==> config.mk <==
export PLATFORM = sky130hd
export DESIGN_NAME = glos_ctrl
export DESIGN_NICKNAME = d
export VERILOG_FILES = /design/src/hdl/glos_pkg.sv /design/src/hdl/glos_ctrl.sv
export VERILOG_INCLUDE_DIRS = /design/src /design/src/hdl
export SDC_FILE = /design/constraint.sdc
export NUM_CORES = 1
export LEC_CHECK = 0
export BUFFER_PORTS_ARGS = -buffer_cell sky130_fd_sc_hd__buf_2
export CAP_MARGIN = 20
export CORE_MARGIN = 4
export CORE_UTILIZATION = 53
export DETAILED_ROUTE_END_ITERATION = 6
export GPL_TIMING_DRIVEN = 1
export HOLD_SLACK_MARGIN = 0.05
export PLACE_DENSITY = 0.77
export REMOVE_ABC_BUFFERS = 1
export SETUP_SLACK_MARGIN = 0.5
export SLEW_MARGIN = 5
export SYNTH_ARGS = -nofsm -noshare
export SYNTH_HDL_FRONTEND = slang
export SYNTH_SLANG_ARGS = --single-unit
==> constraint.sdc <==
create_clock -name clk -period 2.41 [get_ports clk]
set_input_delay 0.6025 -clock clk [delete_from_list [all_inputs] [get_ports clk]]
set_output_delay 0.6025 -clock clk [all_outputs]
set_load 0.02 [all_outputs]
==> src/hdl/grid_line_of_sight_assert.svh <==
// ----------------------------------------------------------------------------
// Assertion macros for the grid line-of-sight block
// Concurrent checks that compile to nothing when SYNTHESIS is defined.
// ----------------------------------------------------------------------------
`ifndef GRID_LINE_OF_SIGHT_ASSERT_SVH
`define GRID_LINE_OF_SIGHT_ASSERT_SVH

`ifndef SYNTHESIS

// Checked at every rising edge while reset is low.
`define GLOS_ASSERT(label, clk, rst, prop) \
  label: assert property (@(posedge clk) disable iff (rst) prop) \
    else $error("%m: assertion failed");

// Checked at every rising edge, reset included.
`define GLOS_ASSERT_ALWAYS(label, clk, prop) \
  label: assert property (@(posedge clk) prop) \
    else $error("%m: assertion failed");

`else

`define GLOS_ASSERT(label, clk, rst, prop)
`define GLOS_ASSERT_ALWAYS(label, clk, prop)

`endif

`endif

==> src/hdl/glos_pkg.sv <==
// ----------------------------------------------------------------------------
// glos_pkg
// Shared sizes, codes and controller/datapath interface types.
// ----------------------------------------------------------------------------
package glos_pkg;

  localparam int IN_W      = 6;
  localparam int MAP_ROWS  = 64;
  localparam int MAP_COLS  = 64;
  localparam int MAP_DEPTH = MAP_ROWS * MAP_COLS;
  localparam int ADDR_W    = $clog2(MAP_DEPTH);
  // Walk coordinates are signed so that neighbors off the low edge are seen.
  localparam int COORD_W   = 8;
  // Width that holds any map dimension for the range compare.
  localparam int LIM_W     = 12;
  localparam int ACC_W     = 8;
  localparam int SEP_W     = 2 * IN_W + 1;
  localparam int T_W       = ACC_W + 3;
  localparam int PROD_W    = 2 * T_W;

  localparam logic OP_WRITE = 1'b0;
  localparam logic OP_QUERY = 1'b1;

  // Cell probed relative to the walk position, in major/minor axis terms.
  typedef enum logic [1:0] {
    OFS_HERE,
    OFS_SIDE,
    OFS_AHEAD,
    OFS_SIDE2
  } probe_sel_t;

  typedef struct packed {
    logic       clear_step;
    logic       map_write;
    logic       load_query;
    logic       setup;
    logic       probe;
    probe_sel_t probe_sel;
    logic       acc_add;
    logic       mul_t1;
    logic       mul_t2;
    logic       step_minor;
    logic       step_major;
  } cmd_t;

  typedef struct packed {
    logic clear_last;
    logic at_end;
    logic straight;
    logic err_over;
    logic prod_lt_sep;
    logic cell_hit;
  } status_t;

  function automatic logic in_map(input logic [COORD_W-1:0] r,
                                  input logic [COORD_W-1:0] c);
    in_map = !r[COORD_W-1] && !c[COORD_W-1] &&
             (LIM_W'(r) < LIM_W'(MAP_ROWS)) && (LIM_W'(c) < LIM_W'(MAP_COLS));
  endfunction

  function automatic logic [ADDR_W-1:0] cell_addr(input logic [COORD_W-1:0] r,
                                                  input logic [COORD_W-1:0] c);
    cell_addr = ADDR_W'(r) * ADDR_W'(MAP_COLS) + ADDR_W'(c);
  endfunction

endpackage

==> src/hdl/glos_ctrl.sv <==
// ----------------------------------------------------------------------------
// glos_ctrl
// Sequencer for map clearing, cell writes and the line walk.
// ----------------------------------------------------------------------------
`include "grid_line_of_sight_assert.svh"

module glos_ctrl (
  input  logic              clk,
  input  logic              rst,
  input  logic              start,
  input  logic              opcode,
  input  glos_pkg::status_t status,
  output glos_pkg::cmd_t    cmd,
  output logic              busy,
  output logic              done,
  output logic              line_clear
);

  typedef enum logic [18:0] {
    S_CLEAR     = 19'h00001,
    S_IDLE      = 19'h00002,
    S_SETUP     = 19'h00004,
    S_LOOP      = 19'h00008,
    S_PRB_HERE  = 19'h00010,
    S_WT_HERE   = 19'h00020,
    S_PRB_SIDE  = 19'h00040,
    S_WT_SIDE   = 19'h00080,
    S_ACCUM     = 19'h00100,
    S_ERR       = 19'h00200,
    S_CMP1      = 19'h00400,
    S_PRB_AHEAD = 19'h00800,
    S_WT_AHEAD  = 19'h01000,
    S_MUL2      = 19'h02000,
    S_CMP2      = 19'h04000,
    S_PRB_SIDE2 = 19'h08000,
    S_WT_SIDE2  = 19'h10000,
    S_STEP_MNR  = 19'h20000,
    S_STEP_MAJ  = 19'h40000
  } state_t;

  state_t state;
  state_t state_next;
  logic   final_chk;
  logic   final_chk_next;
  logic   finish;
  logic   finish_clear;
  logic   accept_query;
  logic   accept_write;

  assign accept_query = start && !busy && (opcode == glos_pkg::OP_QUERY);
  assign accept_write = start && !busy && (opcode == glos_pkg::OP_WRITE);

  always_comb begin
    state_next     = state;
    final_chk_next = final_chk;
    cmd            = '0;
    finish         = 1'b0;
    finish_clear   = 1'b0;
    unique case (state)
      S_CLEAR: begin
        cmd.clear_step = 1'b1;
        if (status.clear_last) begin
          state_next = S_IDLE;
        end
      end
      S_IDLE: begin
        if (accept_query) begin
          cmd.load_query = 1'b1;
          state_next     = S_SETUP;
        end else if (accept_write) begin
          cmd.map_write = 1'b1;
        end
      end
      S_SETUP: begin
        cmd.setup      = 1'b1;
        final_chk_next = 1'b0;
        state_next     = S_LOOP;
      end
      S_LOOP: begin
        if (status.at_end) begin
          if (status.straight) begin
            finish       = 1'b1;
            finish_clear = 1'b1;
          end else begin
            // Diagonal lines still check the end cell and its neighbor.
            final_chk_next = 1'b1;
            state_next     = S_PRB_HERE;
          end
        end else begin
          state_next = S_PRB_HERE;
        end
      end
      S_PRB_HERE: begin
        cmd.probe     = 1'b1;
        cmd.probe_sel = glos_pkg::OFS_HERE;
        state_next    = S_WT_HERE;
      end
      S_WT_HERE: begin
        if (status.cell_hit) begin
          finish = 1'b1;
        end else if (status.straight) begin
          state_next = S_STEP_MAJ;
        end else begin
          state_next = S_PRB_SIDE;
        end
      end
      S_PRB_SIDE: begin
        cmd.probe     = 1'b1;
        cmd.probe_sel = glos_pkg::OFS_SIDE;
        state_next    = S_WT_SIDE;
      end
      S_WT_SIDE: begin
        if (status.cell_hit) begin
          finish = 1'b1;
        end else if (final_chk) begin
          finish       = 1'b1;
          finish_clear = 1'b1;
        end else begin
          state_next = S_ACCUM;
        end
      end
      S_ACCUM: begin
        cmd.acc_add = 1'b1;
        state_next  = S_ERR;
      end
      S_ERR: begin
        if (status.err_over) begin
          cmd.mul_t1 = 1'b1;
          state_next = S_CMP1;
        end else begin
          state_next = S_STEP_MAJ;
        end
      end
      S_CMP1: begin
        state_next = status.prod_lt_sep ? S_PRB_AHEAD : S_MUL2;
      end
      S_PRB_AHEAD: begin
        cmd.probe     = 1'b1;
        cmd.probe_sel = glos_pkg::OFS_AHEAD;
        state_next    = S_WT_AHEAD;
      end
      S_WT_AHEAD: begin
        if (status.cell_hit) begin
          finish = 1'b1;
        end else begin
          state_next = S_MUL2;
        end
      end
      S_MUL2: begin
        cmd.mul_t2 = 1'b1;
        state_next = S_CMP2;
      end
      S_CMP2: begin
        state_next = status.prod_lt_sep ? S_PRB_SIDE2 : S_STEP_MNR;
      end
      S_PRB_SIDE2: begin
        cmd.probe     = 1'b1;
        cmd.probe_sel = glos_pkg::OFS_SIDE2;
        state_next    = S_WT_SIDE2;
      end
      S_WT_SIDE2: begin
        if (status.cell_hit) begin
          finish = 1'b1;
        end else begin
          state_next = S_STEP_MNR;
        end
      end
      S_STEP_MNR: begin
        cmd.step_minor = 1'b1;
        state_next     = S_STEP_MAJ;
      end
      S_STEP_MAJ: begin
        cmd.step_major = 1'b1;
        state_next     = S_LOOP;
      end
      default: begin
        state_next = S_IDLE;
      end
    endcase
    if (finish) begin
      state_next = S_IDLE;
    end
  end

  always_ff @(posedge clk) begin
    if (rst) begin
      state     <= S_CLEAR;
      final_chk <= 1'b0;
      done      <= 1'b0;
    end else begin
      state     <= state_next;
      final_chk <= final_chk_next;
      done      <= finish;
    end
  end

  always_ff @(posedge clk) begin
    if (finish) begin
      line_clear <= finish_clear;
    end
  end

  assign busy = state != S_IDLE;

  `GLOS_ASSERT_ALWAYS(a_reset_clears_map, clk, rst |=> busy)
  `GLOS_ASSERT(a_done_ends_walk, clk, rst, done |-> $past(state != S_IDLE))
  `GLOS_ASSERT(a_query_starts, clk, rst, accept_query |=> busy)
  `GLOS_ASSERT(a_write_silent, clk, rst, accept_write |=> (!busy && !done))

endmodule

# [Yosys cells after proc, flatten, opt, wreduce, memory -nomap -nowiden]
# Index checks and enable logic that the tools add are counted.
[totals] regBits=22 input_bits=10 out_inout_bits=15 word_cells=94
[op_classes] eq_ne=38 n_mux=39 n_bitwise=1 n_reduce_logical=11
[op_table] operator="one-hot mux 19 bit (18 select lines)" n=1
[op_table] operator="two-way mux 19 bit" n=11
[op_table] operator="!= test 3 bit (second input constant)" n=8
[op_table] operator="equality test 19 x 1 -> 1 bit (second input constant)" n=1
[op_table] operator="equality test 19 x 10 -> 1 bit (second input constant)" n=1
[op_table] operator="equality test 19 x 11 -> 1 bit (second input constant)" n=1
[op_table] operator="equality test 19 x 12 -> 1 bit (second input constant)" n=1
[op_table] operator="equality test 19 x 13 -> 1 bit (second input constant)" n=1
[op_table] operator="equality test 19 x 14 -> 1 bit (second input constant)" n=1
[op_table] operator="equality test 19 x 15 -> 1 bit (second input constant)" n=1
[op_table] operator="equality test 19 x 16 -> 1 bit (second input constant)" n=1
[op_table] operator="equality test 19 x 17 -> 1 bit (second input constant)" n=1
[op_table] operator="equality test 19 x 18 -> 1 bit (second input constant)" n=1
[op_table] operator="equality test 19 bit (second input constant)" n=1
[op_table] operator="equality test 19 x 2 -> 1 bit (second input constant)" n=1
[op_table] operator="equality test 19 x 3 -> 1 bit (second input constant)" n=1
[op_table] operator="equality test 19 x 4 -> 1 bit (second input constant)" n=1
[op_table] operator="equality test 19 x 5 -> 1 bit (second input constant)" n=1
[op_table] operator="equality test 19 x 6 -> 1 bit (second input constant)" n=1
[op_table] operator="equality test 19 x 7 -> 1 bit (second input constant)" n=1
[op_table] operator="equality test 19 x 8 -> 1 bit (second input constant)" n=1
[op_table] operator="equality test 19 x 9 -> 1 bit (second input constant)" n=1
[op_table] operator="two-way mux 1 bit" n=19
[op_table] operator="!= test 19 x 2 -> 1 bit (second input constant)" n=1
[op_table] operator="16 further kinds" n=30

# [Logic depth before layout (Yosys ltp)]
[logic_depth] depth_word=7 ltp_mapped=7 ltp_nobuf=6

# [Worst setup path after synthesis]
# No wires, ideal clock.
[synth_timing] path_kind="reg-to-output" from="reg state[18]" to="out cmd[10] in the netlist's numbering" t_arrival_ps=2013 required_time_ps=1808 slack_ps=-206 stages_incl_launch_ff=6 n_path_buf=0 cell_sequence="dfxtp_1 -> or3_4 -> or3_4 -> nor2_1 -> nand2_1 -> nor3b_1"
[synth_lines] item="from (decl)" line="glos_ctrl.sv:41" text="state_t state;"
[synth_lines] item="from (signal assigned)" line="glos_ctrl.sv:191" text="state <= state_next;"
[synth_lines] item="to (decl)" line="glos_ctrl.sv:13" text="output glos_pkg::cmd_t cmd,"

==> results.yml <==
clocking:
  h-tree-depth: 1
  cts_tree: "done"
  cts.sinks: 22
  postCtsHoldBufs: 0
  cts_buffer_depth: 2
  worst_skew_pair.late_latency_ns: 0.32
  numCtsBuffers: 3
  clkTransAtPathRegs_ns: 0.14
  cts_root_buf: "clkbuf_4"
route:
  detail-route-antenna-nets: 0
  vias: 1614
  drt_first_pass_iters: 5
  drt-wirelength-per-cell_microns: 24.0
  routed_wirelength_mm: 5.73
  drc: 0
  drt_iter0_markers: 170
  viasPerCell: 6.75
floorplan:
  fp-row-count: 17
  dieHeight_microns: 56.8
  design.die.area_sq_mm: 0.00322
  die_w_microns: 56.8
  initial_core_util_pct: 56.4
  pin_count: 25
  core_area_sq_mm: 0.00223
layout:
  insertedDiodeCount: 0
  area_growth_pct: 68.1
  final_cell_mix: "41 x buf_4, 17 x buf_6, 15 x nor2_1, 11 x buf_2, 9 x dfxtp_1"
  final_nets: 222
  final_cells: 239
  fill_cells: 62
  final_common_cell: "buf_4"
  final-seq-area_sq_um: 480
  final_util_pct: 94.8
  drive_gt1_share_pct: 64.5
  multi_input_area_sq_um: 992
timing:
  min_period_over_period_pct: 114
  rsz0062_at_grt: "true"
  maxSlewViolCount: 0
  fmax_mhz: 365
  finalHoldViolCount: 0
  setup_tns_ns: -3.13
  finalHoldWorstSlack_ns: 0.559
  worst_pin_slew_ns: 0.452
  clock_skew_ns: 0.00908
  max-slew-margin-rel_pct: 69.7
  setup_ws_ns: -0.329
  setup_viol: 13
  fin_crit_ns: 2.74
synthesis:
  ys_types: 44
  synthFlopType: "dfxtp_1"
  synth_area_per_cell_sq_um: 9.00
  ys_seq_area_share_pct: 35.7
  synth-async-reset-ratio_pct: 0
  netlist_area_sq_mm: 0.00126
  synth_edf_count: 1
  yosys_warnings: 0
  synth_seq_cells: 22
  synth_cells: 140
setup_path:
  crit_top_cell: "or3_4"
  worstPathArrival_ns: 2.14
  startpoint_type: "register"
  setup.worst_path.end_class: "output port"
  critPathMaxFanout: 4
  slowest_delay_ns: 0.43
  path_cells: "or3_4, or3_4, nor2_4, nand2_4, nor3b_2, buf_4"
  critPathRequiredTime_ns: 1.81
  slowest_stage: "or3_4"
  path_class: "register to output port"
pwr:
  power_density_mw_per_mm2: 383
  p_switching_mw: 0.264
  irDropWorstVdd_v: 0.000439
  seq_power_share_pct: 46.7
  internal-power_mw: 0.548
  combPwrFrac_pct: 29.9
  p_clk_share_pct: 23.3
  switching_share_pct: 32.5
  p_leak_nw: 0.881
grt:
  grt_pass1_wl_mm: 6.10
  antenna_found_initial: 0
  gr-usage-all-layers_pct: 24.1
  grt_max_degree: 14
  grt_overflow: 0
  grt_pass1_vias: 1338
min_path:
  min_path_type: "register to register"
place:
  placedCellCount: 204
  portBuffers: 24
  hpwl_mm: 2.50
  gp_congestion: 0.849
status:
  violations: "setup timing"
  status: "finished with violations"
flow_run:
  max-cap-violations: 0
per-layer routing:
layer  vias up  share of wire (%)  track usage [%]
li1        661                  -                -
met1       790                 37             28.4
met2       124                 52             43.9
met3        39                6.6             2.76
met4         0                4.9             9.60
met5         -                  0                0
per-stage QoR:
stage | cell area [sq um] | worst slack, ns | power [mW]
2_1_floorplan | 1250 | -0.206 | 0.463
3_3_place_gp | 1510 | 0.138 | 0.514
3_5_place_dp | 1510 | 0.0947 | 0.519
4_1_cts | 1770 | -0.161 | 0.724
5_1_grt | 2120 | -0.355 | 0.832
6_report | 2120 | -0.329 | 0.812
cell families after synthesis:
logic type,synth area share [%]
buf+inv,3.38
xor+xnor,2.09
flops,35.7
compound gates,10.6
simple gates,48.2
sequential cells by signal (all words and copies together), names as in the netlist:
| name | cells |
|---|---|
| state | 19 |
| done | 1 |
| final_chk | 1 |
| line_clear | 1 |
worst max-delay path: cells and delay by family (launching register included):
| family | cells | cell delay [ns] |
|---|---|---|
| buffers and inverters | 1 | 0.17 |
| DFF | 1 | 0.39 |
| and+or+nand+nor | 5 | 1.26 |
worst paths after layout:
| path | cells after the start | end | slack (ns) | startpoint |
|---|---|---|---|---|
| setup / recovery | 6 | cmd[10] | -0.33 | state[16] |
| hold / removal | 2 | final_chk | 0.56 | final_chk |
| setup reg to reg | 10 | line_clear | 0.03 | state[14] |
| hold reg to reg | 2 | final_chk | 0.56 | final_chk |
timing repair:
item,4_1_cts,5_1_grt
pin swaps,11,19
cloned,0,1
gates resized for setup,50,47
setup buffers,10,20
setup endpoints to repair,23,31
cell usage after synthesis (2+ instances only):
| master | n | area (sq um) |
|---|---|---|
| a31oi_1 | 2 | 12.5 |
| and4bb_2 | 2 | 25.0 |
| dfxtp_1 | 21 | 420 |
| inv_1 | 8 | 30.0 |
| nand2_1 | 10 | 37.5 |
| nand2b_1 | 2 | 12.5 |
| nand3_1 | 7 | 35.0 |
| nand3b_1 | 6 | 45.0 |
| nand4_1 | 5 | 31.3 |
| nor2_1 | 20 | 75.1 |
| nor2b_1 | 3 | 18.8 |
| nor3_1 | 11 | 55.1 |
| nor3_2 | 2 | 20.0 |
| nor4_1 | 3 | 18.8 |
| nor4_2 | 2 | 25.0 |
| nor4_4 | 3 | 63.8 |
| nor4b_1 | 3 | 26.3 |
| o21ai_0 | 2 | 10.0 |
| or3_4 | 2 | 22.5 |
| xnor2_1 | 2 | 17.5 |
final cells by class:
cell class                 count  area share (%)
clock buffer                   4            1.24
inverter                       8            1.42
multi-input combinational    108            46.8
sequential                    22            22.7
tap                           28            1.65
timing repair buffer          69            26.2
power groups by stage:
stage / Clock, mW / Sequential (mW) / Combinational [mW]
after floorplan: 0 / 0.386 / 0.0766
after global placement: 0 / 0.387 / 0.126
after detailed placement: 0 / 0.388 / 0.131
after CTS: 0.178 / 0.381 / 0.165
after global routing: 0.201 / 0.380 / 0.251
final: 0.190 / 0.380 / 0.243
Power figures use the tool's default switching activity.
