## config.mk

```make
export PLATFORM = sky130hd
export DESIGN_NAME = glos_datapath
export DESIGN_NICKNAME = d
export VERILOG_FILES = /design/src/hdl/grid_line_of_sight_assert.svh /design/src/hdl/glos_pkg.sv /design/src/hdl/glos_datapath.sv
export SDC_FILE = /design/constraint.sdc
export NUM_CORES = 1
export LEC_CHECK = 0
export ABC_AREA = 1
export ABC_CLOCK_PERIOD_IN_PS = 9900
export BUFFER_PORTS_ARGS = -buffer_cell sky130_fd_sc_hd__buf_2
export CORE_MARGIN = 2
export CORE_UTILIZATION = 43
export CTS_BUF_LIST = sky130_fd_sc_hd__clkbuf_16
export DETAILED_ROUTE_END_ITERATION = 12
export PLACE_DENSITY = 0.57
export SLEW_MARGIN = 30
export SYNTH_ARGS = -nofsm -noshare
export SYNTH_HDL_FRONTEND = slang
export SYNTH_SLANG_ARGS = --single-unit
```

## constraint.sdc

```tcl
create_clock -name clk -period 9.9 [get_ports clk]
set_clock_uncertainty 0.2 [all_clocks]
set_input_delay 1.485 -clock clk [delete_from_list [all_inputs] [get_ports clk]]
set_output_delay 1.485 -clock clk [all_outputs]
set_load 0.1 [all_outputs]
```

## src/hdl/grid_line_of_sight_assert.svh

```systemverilog
// ----------------------------------------------------------------------------
// Assertion macros for the grid line-of-sight block
// Concurrent checks that compile to nothing when SYNTHESIS is defined.
// ----------------------------------------------------------------------------
`ifndef GRID_LINE_OF_SIGHT_ASSERT_SVH
`define GRID_LINE_OF_SIGHT_ASSERT_SVH

`ifndef SYNTHESIS

// Checked at every rising edge while reset is low.
`define GLOS_ASSERT(label, clk, rst, prop) \
  label: assert property (@(posedge clk) disable iff (rst) prop) \
    else $error("%m: assertion failed");

// Checked at every rising edge, reset included.
`define GLOS_ASSERT_ALWAYS(label, clk, prop) \
  label: assert property (@(posedge clk) prop) \
    else $error("%m: assertion failed");

`else

`define GLOS_ASSERT(label, clk, rst, prop)
`define GLOS_ASSERT_ALWAYS(label, clk, prop)

`endif

`endif

```

## src/hdl/glos_pkg.sv

```systemverilog
// ----------------------------------------------------------------------------
// glos_pkg
// Shared sizes, codes and controller/datapath interface types.
// ----------------------------------------------------------------------------
package glos_pkg;

  localparam int IN_W      = 6;
  localparam int MAP_ROWS  = 64;
  localparam int MAP_COLS  = 64;
  localparam int MAP_DEPTH = MAP_ROWS * MAP_COLS;
  localparam int ADDR_W    = $clog2(MAP_DEPTH);
  // Walk coordinates are signed so that neighbors off the low edge are seen.
  localparam int COORD_W   = 8;
  // Width that holds any map dimension for the range compare.
  localparam int LIM_W     = 12;
  localparam int ACC_W     = 8;
  localparam int SEP_W     = 2 * IN_W + 1;
  localparam int T_W       = ACC_W + 3;
  localparam int PROD_W    = 2 * T_W;

  localparam logic OP_WRITE = 1'b0;
  localparam logic OP_QUERY = 1'b1;

  // Cell probed relative to the walk position, in major/minor axis terms.
  typedef enum logic [1:0] {
    OFS_HERE,
    OFS_SIDE,
    OFS_AHEAD,
    OFS_SIDE2
  } probe_sel_t;

  typedef struct packed {
    logic       clear_step;
    logic       map_write;
    logic       load_query;
    logic       setup;
    logic       probe;
    probe_sel_t probe_sel;
    logic       acc_add;
    logic       mul_t1;
    logic       mul_t2;
    logic       step_minor;
    logic       step_major;
  } cmd_t;

  typedef struct packed {
    logic clear_last;
    logic at_end;
    logic straight;
    logic err_over;
    logic prod_lt_sep;
    logic cell_hit;
  } status_t;

  function automatic logic in_map(input logic [COORD_W-1:0] r,
                                  input logic [COORD_W-1:0] c);
    in_map = !r[COORD_W-1] && !c[COORD_W-1] &&
             (LIM_W'(r) < LIM_W'(MAP_ROWS)) && (LIM_W'(c) < LIM_W'(MAP_COLS));
  endfunction

  function automatic logic [ADDR_W-1:0] cell_addr(input logic [COORD_W-1:0] r,
                                                  input logic [COORD_W-1:0] c);
    cell_addr = ADDR_W'(r) * ADDR_W'(MAP_COLS) + ADDR_W'(c);
  endfunction

endpackage

```

## src/hdl/glos_datapath.sv

```systemverilog
// ----------------------------------------------------------------------------
// glos_datapath
// Walk registers, error term, shared squarer and map address generation.
// ----------------------------------------------------------------------------
module glos_datapath (
  input  logic                         clk,
  input  logic                         rst,
  input  glos_pkg::cmd_t               cmd,
  output glos_pkg::status_t            status,
  input  logic [glos_pkg::IN_W-1:0]    row,
  input  logic [glos_pkg::IN_W-1:0]    col,
  input  logic                         cell_blocked,
  input  logic [glos_pkg::IN_W-1:0]    end_row,
  input  logic [glos_pkg::IN_W-1:0]    end_col,
  output logic                         map_we,
  output logic [glos_pkg::ADDR_W-1:0]  map_waddr,
  output logic                         map_wdata,
  output logic [glos_pkg::ADDR_W-1:0]  map_raddr,
  input  logic                         map_rdata
);

  logic [glos_pkg::IN_W-1:0]    start_row;
  logic [glos_pkg::IN_W-1:0]    start_col;
  logic [glos_pkg::IN_W-1:0]    stop_row;
  logic [glos_pkg::IN_W-1:0]    stop_col;
  logic                         row_major;
  logic                         smaj_pos;
  logic                         smin_pos;
  logic                         straight;
  logic [glos_pkg::IN_W-1:0]    dmaj;
  logic [glos_pkg::IN_W-1:0]    dmin;
  logic [glos_pkg::SEP_W-1:0]   sep;
  logic [glos_pkg::COORD_W-1:0] maj;
  logic [glos_pkg::COORD_W-1:0] mnr;
  logic [glos_pkg::COORD_W-1:0] maj_end;
  logic [glos_pkg::ACC_W-1:0]   acc;
  logic signed [glos_pkg::PROD_W-1:0] prod;
  logic                         probe_oob;
  logic [glos_pkg::ADDR_W-1:0]  clear_addr;

  logic [glos_pkg::IN_W:0]      diff_r;
  logic [glos_pkg::IN_W:0]      diff_c;
  logic [glos_pkg::IN_W-1:0]    dr;
  logic [glos_pkg::IN_W-1:0]    dc;
  logic                         row_major_c;
  logic [glos_pkg::COORD_W-1:0] step_maj;
  logic [glos_pkg::COORD_W-1:0] step_min;
  logic [glos_pkg::COORD_W-1:0] pmaj;
  logic [glos_pkg::COORD_W-1:0] pmnr;
  logic [glos_pkg::COORD_W-1:0] prow;
  logic [glos_pkg::COORD_W-1:0] pcol;
  logic signed [glos_pkg::T_W-1:0] t1;
  logic signed [glos_pkg::T_W-1:0] t2;
  logic signed [glos_pkg::T_W-1:0] mul_op;
  logic                         wr_ok;

  // Line setup from the latched end points.
  always_comb begin
    diff_r      = {1'b0, start_row} - {1'b0, stop_row};
    diff_c      = {1'b0, start_col} - {1'b0, stop_col};
    dr          = diff_r[glos_pkg::IN_W] ? glos_pkg::IN_W'(-diff_r)
                                         : diff_r[glos_pkg::IN_W-1:0];
    dc          = diff_c[glos_pkg::IN_W] ? glos_pkg::IN_W'(-diff_c)
                                         : diff_c[glos_pkg::IN_W-1:0];
    row_major_c = dr > dc;
  end

  // Probe address: the walk position moved along the major or minor axis.
  always_comb begin
    step_maj = smaj_pos ? glos_pkg::COORD_W'(1) : '1;
    step_min = smin_pos ? glos_pkg::COORD_W'(1) : '1;
    pmaj     = maj;
    pmnr     = mnr;
    unique case (cmd.probe_sel)
      glos_pkg::OFS_HERE:  ;
      glos_pkg::OFS_SIDE:  pmnr = mnr + step_min;
      glos_pkg::OFS_AHEAD: pmaj = maj + step_maj;
      glos_pkg::OFS_SIDE2: pmnr = mnr + (step_min << 1);
      default: ;
    endcase
    prow      = row_major ? pmaj : pmnr;
    pcol      = row_major ? pmnr : pmaj;
    map_raddr = glos_pkg::cell_addr(prow, pcol);
  end

  // Signed distances of the agent's edge from the two extra cells.
  always_comb begin
    t1 = (glos_pkg::T_W'(acc) <<< 1) - glos_pkg::T_W'(dmaj) - glos_pkg::T_W'(dmin);
    t2 = (glos_pkg::T_W'(dmaj) <<< 1) + glos_pkg::T_W'(dmaj) + glos_pkg::T_W'(dmin)
         - (glos_pkg::T_W'(acc) <<< 1);
    mul_op = cmd.mul_t2 ? t2 : t1;
  end

  // Map write port: clearing pass or a single cell write.
  always_comb begin
    wr_ok = glos_pkg::in_map(glos_pkg::COORD_W'(row), glos_pkg::COORD_W'(col));
    if (cmd.clear_step) begin
      map_we    = 1'b1;
      map_waddr = clear_addr;
      map_wdata = 1'b0;
    end else begin
      map_we    = cmd.map_write && wr_ok;
      map_waddr = glos_pkg::cell_addr(glos_pkg::COORD_W'(row), glos_pkg::COORD_W'(col));
      map_wdata = cell_blocked;
    end
  end

  always_ff @(posedge clk) begin
    if (rst) begin
      clear_addr <= '0;
    end else if (cmd.clear_step) begin
      clear_addr <= clear_addr + glos_pkg::ADDR_W'(1);
    end
  end

  always_ff @(posedge clk) begin
    if (cmd.load_query) begin
      start_row <= row;
      start_col <= col;
      stop_row  <= end_row;
      stop_col  <= end_col;
    end
    if (cmd.setup) begin
      row_major <= row_major_c;
      dmaj      <= row_major_c ? dr : dc;
      dmin      <= row_major_c ? dc : dr;
      smaj_pos  <= row_major_c ? diff_r[glos_pkg::IN_W] : diff_c[glos_pkg::IN_W];
      smin_pos  <= row_major_c ? diff_c[glos_pkg::IN_W] : diff_r[glos_pkg::IN_W];
      straight  <= (dr == '0) || (dc == '0);
      sep       <= glos_pkg::SEP_W'(dr) * glos_pkg::SEP_W'(dr)
                 + glos_pkg::SEP_W'(dc) * glos_pkg::SEP_W'(dc);
      maj       <= row_major_c ? glos_pkg::COORD_W'(start_row)
                               : glos_pkg::COORD_W'(start_col);
      mnr       <= row_major_c ? glos_pkg::COORD_W'(start_col)
                               : glos_pkg::COORD_W'(start_row);
      maj_end   <= row_major_c ? glos_pkg::COORD_W'(stop_row)
                               : glos_pkg::COORD_W'(stop_col);
      acc       <= '0;
    end
    if (cmd.probe) begin
      probe_oob <= !glos_pkg::in_map(prow, pcol);
    end
    if (cmd.acc_add) begin
      acc <= acc + glos_pkg::ACC_W'(dmin);
    end
    if (cmd.mul_t1 || cmd.mul_t2) begin
      prod <= mul_op * mul_op;
    end
    if (cmd.step_minor) begin
      mnr <= mnr + step_min;
      acc <= acc - glos_pkg::ACC_W'(dmaj);
    end
    if (cmd.step_major) begin
      maj <= maj + step_maj;
    end
  end

  always_comb begin
    status.clear_last  = clear_addr == glos_pkg::ADDR_W'(glos_pkg::MAP_DEPTH - 1);
    status.at_end      = maj == maj_end;
    status.straight    = straight;
    status.err_over    = acc > glos_pkg::ACC_W'(dmaj);
    status.prod_lt_sep = prod < $signed(glos_pkg::PROD_W'(sep));
    status.cell_hit    = probe_oob || map_rdata;
  end

endmodule

```

[After elaboration in Yosys (flattened, before gate mapping)]
Cells that the tools add are included.
Storage, ports and cells
  flip-flop bits (word level): 120
  bits of input ports: 40
  output and inout bits: 32
  word-level logic and storage cells: 89
Cells by class
  add/subtract/negate cells: 18
  multipliers: 3
  order comparisons: 5
  eq/ne operators: 5
  multiplexer cells: 26
  reductions and logical operators: 14
Operator list (count)
  $mux 8: 12
  $mux 6: 7
  $add 8x8->8: 3
  $mul 6x6->12: 2
  $lt 22x14->1: 1
  $mul 11x11->22: 1
  $lt 8x7->1 const B: 2
  $pmux 8 s2: 1
  $sub 6x6->7: 2
  $add 12x12->13: 1
  $add 12x1->12 const B: 1
  $add 12x6->12: 1
  $add 12x8->12: 1
  $eq 12x12->1 const B: 1
  $logic_not 6->1: 2
  $mux 12: 1
  $neg 6->6: 2
  $mux 11: 1
  $sub 10x7->11: 1
  $sub 9x6->10: 1
  $sub 9x9->10: 1
  $add 8x6->9: 1
  $add 7x6->8: 1
  $add 8x6->8: 1
  12 further kinds: 23

[Longest topological paths before layout]
  word-level depth: 9
  mapped depth: 41
  gate-level depth less buffers: 41

[Least setup slack after synthesis]
Ideal clock, no wire load.
  kind: reg2reg
  start point: register acc[1] (netlist bit)
  end point: register prod[21] (netlist bit), data pin
  library setup time: 0.263 ns
  data arrival time: 7.053 ns
  data required time: 9.437 ns
  setup slack: 2.384 ns
  stages on the path, launching flop included: 29
  buffers on the path: 1
  period minus slack after synthesis: 7.516 ns
  cell sequence: edfxtp_1 > inv_1 > fa_1 > inv_1 > fa_1 > fa_1 > o31ai_2 > nand4_1 > a21oi_1 > a21oi_4 > buf_6 > nand2_4 > inv_2 > fa_1 > fa_1 > inv_1 > fa_1 > inv_1 > fa_1 > inv_1 > fa_1 > inv_1 > ha_1 > a21o_1 > nand3_1 > nand2_1 > a21oi_1 > nand3_1 > xor2_1
On the way
  cells in the longest elaborated chain, start to end: 4
  elaborated cells between the ends (all ways): 5
  classes of those cells: add/sub: 3; mul: 1; mux: 1
Ends and longest elaborated chain
  from (decl): line glos_datapath.sv:36  | logic [glos_pkg::ACC_W-1:0] acc;
  from (signal assigned): line glos_datapath.sv:144  | acc <= acc + glos_pkg::ACC_W'(dmin);
  from (signal assigned): line glos_datapath.sv:151  | acc <= acc - glos_pkg::ACC_W'(dmaj);
  $sub 9x6->10: line glos_datapath.sv:88  | t1 = (glos_pkg::T_W'(acc) <<< 1) - glos_pkg::T_W'(dmaj) - glos_pkg::T_W'(dmin);
  $sub 10x7->11: line glos_datapath.sv:88
  $mux 11 (*): line glos_datapath.sv:91  | mul_op = cmd.mul_t2 ? t2 : t1;
  $mul 11x11->22 (*): line glos_datapath.sv:147  | prod <= mul_op * mul_op;
  to (signal assigned): line glos_datapath.sv:147
  to (decl): line glos_datapath.sv:37  | logic signed [glos_pkg::PROD_W-1:0] prod;
Mark *: on every way between the ends. The rest lies on a longest branch, timed or not.
A chain may end at the register's enable or synchronous reset.

[Worst setup path in the final report]
  start point: register acc[1] (netlist bit)
  end point: register prod[18] (netlist bit), data pin
The elaborated chain is that of the path after synthesis.

==> metrics.yaml <==
synth.distinct_cells: 53
max_freq_mhz: 121.4
hpwl_um: 27410
worst-path-buf-inv: 10
wirelength_um: 33030
rows: 68
ctsHoldBuffers: 0
slew_viol_final: 0
start_util: 0.4329
synthTopCellsByArea: "fa_1 (21%), edfxtp_1 (21%), ha_1 (13%), inv_1 (11%), nand2_1 (8.1%)"
grt_usage: 0.1974
status: "completed"
place.gp.congestion: 0.8762
cts.sinks: 117
maxUsedRoutingLayer: "met4"
area_growth_pct: 9.256
yosysSeqAreaShare: 0.2286
wl_met1_um: 16770
cts.repair.resized: 0
hold_class: "reg -> reg"
num_vias: 11400
cp.depth: 27
post-cts-setup-buffer-count: 0
cts_made_buffers: 17
ant_nets: 0
drtIter0Drc: 682
synth-main-ff-cell: "edfxtp_1"
routed-wl-met2_um: 14870
grt.overflow.total: 0
cp_top_family: "adder cells"
period_minus_slack_ps: 8234
io_buffers: 71
drc: 0
layout-drive-gt1-share: 0.07839
synth_nets: 2161
ios: 72
worst_setup_path_end_kind: "flop"
critical_path.max_stage_delay_ps: 690
worst-slew-pin-transition_ps: 807.9
synth_area_um2: 14840
arrival_ps: 8210
synth_area_leader_cell: "fa_1"
ys_ff_latch: 117
h-tree-depth: 4
grt_max_degree: 48
clock_path_buffers: 2
required_ps: 9870
grt_pass1_wl_um: 57290
clock_latency_ps: 420
root_buffer: "clkbuf_16"
clk_pin_slew_ps: 70
synth-async-reset-ratio: 0
hold_depth: 2
critPathLaunchType: "flop"
cts_tree: "done"
grt_pass1_vias: 11640
viasPerCell: 4.866
critPathMaxFanout: 9
finalSetupTns_ps: 0
critPathKind: "reg -> reg"
setup_viol: 0
antenna_cells: 0
fin_nets: 2227
first_pass_iters: 5
die_w_um: 189.8
die_h_um: 189.8
drt-wirelength-per-cell_um: 14.10
hold_viol_final: 0
yosys_warnings: 0
cap_viol_max_count: 0
dr_wl_met3_um: 1005
coreArea_um2: 34290
final_cell_mix: "inv_1 (422), nand2_1 (322), fa_1 (158)"
antenna_found_initial: 0
synth_cells: 1809
fin_crit_sh: 0.8318
cp_common_cell: "inv_1"
synth_edf_count: 105
reg2reg_depth: 27
final_common_cell: "inv_1"
slowest_stage: "fa_1"
dieArea_um2: 36020
relSlewSlack: 0.4594
grt_setup_unrepaired: "no"
avgSynthCellArea_um2: 8.205
synth_top_area_frac: 0.2131
==> through the flow <==
step / hold WS (ps) / setup WS (ps) / utilization / cell area, µm² / cells
2_1_floorplan: 259.0 / 2384 / - / 14840 / 1809
3_3_place_gp: 286.7 / 1784 / 0.4568 / 15660 / 2311
3_5_place_dp: 291.0 / 1678 / 0.4568 / 15660 / 2311
4_1_cts: 301.5 / 1669 / 0.4730 / 16220 / 2343
5_1_grt: 334.7 / 995.0 / 0.4730 / 16220 / 2343
6_report: 297.9 / 1666 / 0.4730 / 16220 / 2343
==> tightest hold or removal path, cell delays in order (launching register included) <==
cell	delay, ps
dfxtp_1	320
nor2_1	80
nor3_1	50
==> metal layers <==
metal	global-route usage	vias to the layer above
li1	-	5822
met1	0.2871	5374
met2	0.3154	181
met3	0.02435	24
met4	0.04502	0
met5	0	-
==> cell usage after synthesis, types with 4 or more instances <==
master	n
edfxtp_1	105
nor3_1	17
nand3_1	60
dfxtp_1	12
fa_1	158
a21o_1	7
or2_2	8
ha_1	154
nand2_1	322
o21ai_1	7
o21bai_1	4
o21ai_0	98
o22ai_1	7
inv_1	422
nand4_1	25
clkbuf_1	19
o211ai_1	10
xor2_1	50
nand3_2	4
nand2_2	10
a21oi_1	86
nand3b_1	4
xnor2_1	21
nor2_1	139
mux2i_1	6
buf_2	4
inv_2	7
==> path summary, 6_finish.rpt <==
kind | endpoint | start | slack, ps
min reg2reg | clear_addr[0] | clear_addr[0] | 300
max reg2reg | prod[18] | acc[1] | 1670
max | prod[18] | acc[1] | 1670
min | clear_addr[0] | clear_addr[0] | 300
==> layout make-up <==
class | instances | area, µm²
sequential | 117 | 3393
multi-input combinational | 1234 | 9707
timing repair buffer | 73 | 370.4
clock buffer | 17 | 425.4
tap | 455 | 569.3
clock inverter | 15 | 130.1
inverter | 432 | 1622
fill | 3363 | 18070
==> flip-flops by register name (all words and copies together) (netlist names) <==
| register | count |
|---|---|
| maj_end | 6 |
| probe_oob | 1 |
| clear_addr | 12 |
| start_row | 6 |
| acc | 8 |
| dmaj | 6 |
| stop_row | 6 |
| row_major | 1 |
| mnr | 8 |
| dmin | 6 |
| smaj_pos | 1 |
| stop_col | 6 |
| start_col | 6 |
| straight | 1 |
| prod | 21 |
| maj | 8 |
| smin_pos | 1 |
| sep | 13 |
==> cells by family (layout without fill, tap and decap cells) <==
family / after synthesis / after routing / synth area share
buffers and inverters: 458 / 537 / 0.1174
xor gates and xnor gates: 73 / 73 / 0.04409
AOI/OAI and AO/OA: 239 / 239 / 0.09045
adders and majority gates: 312 / 312 / 0.3429
DFF: 117 / 117 / 0.2286
and+or+nand+nor: 604 / 604 / 0.1725
muxes: 6 / 6 / 0.004046
Power is left out: the tool's default activity adds up to more than one toggle a clock period on the data nets, which glitch-free logic cannot reach.
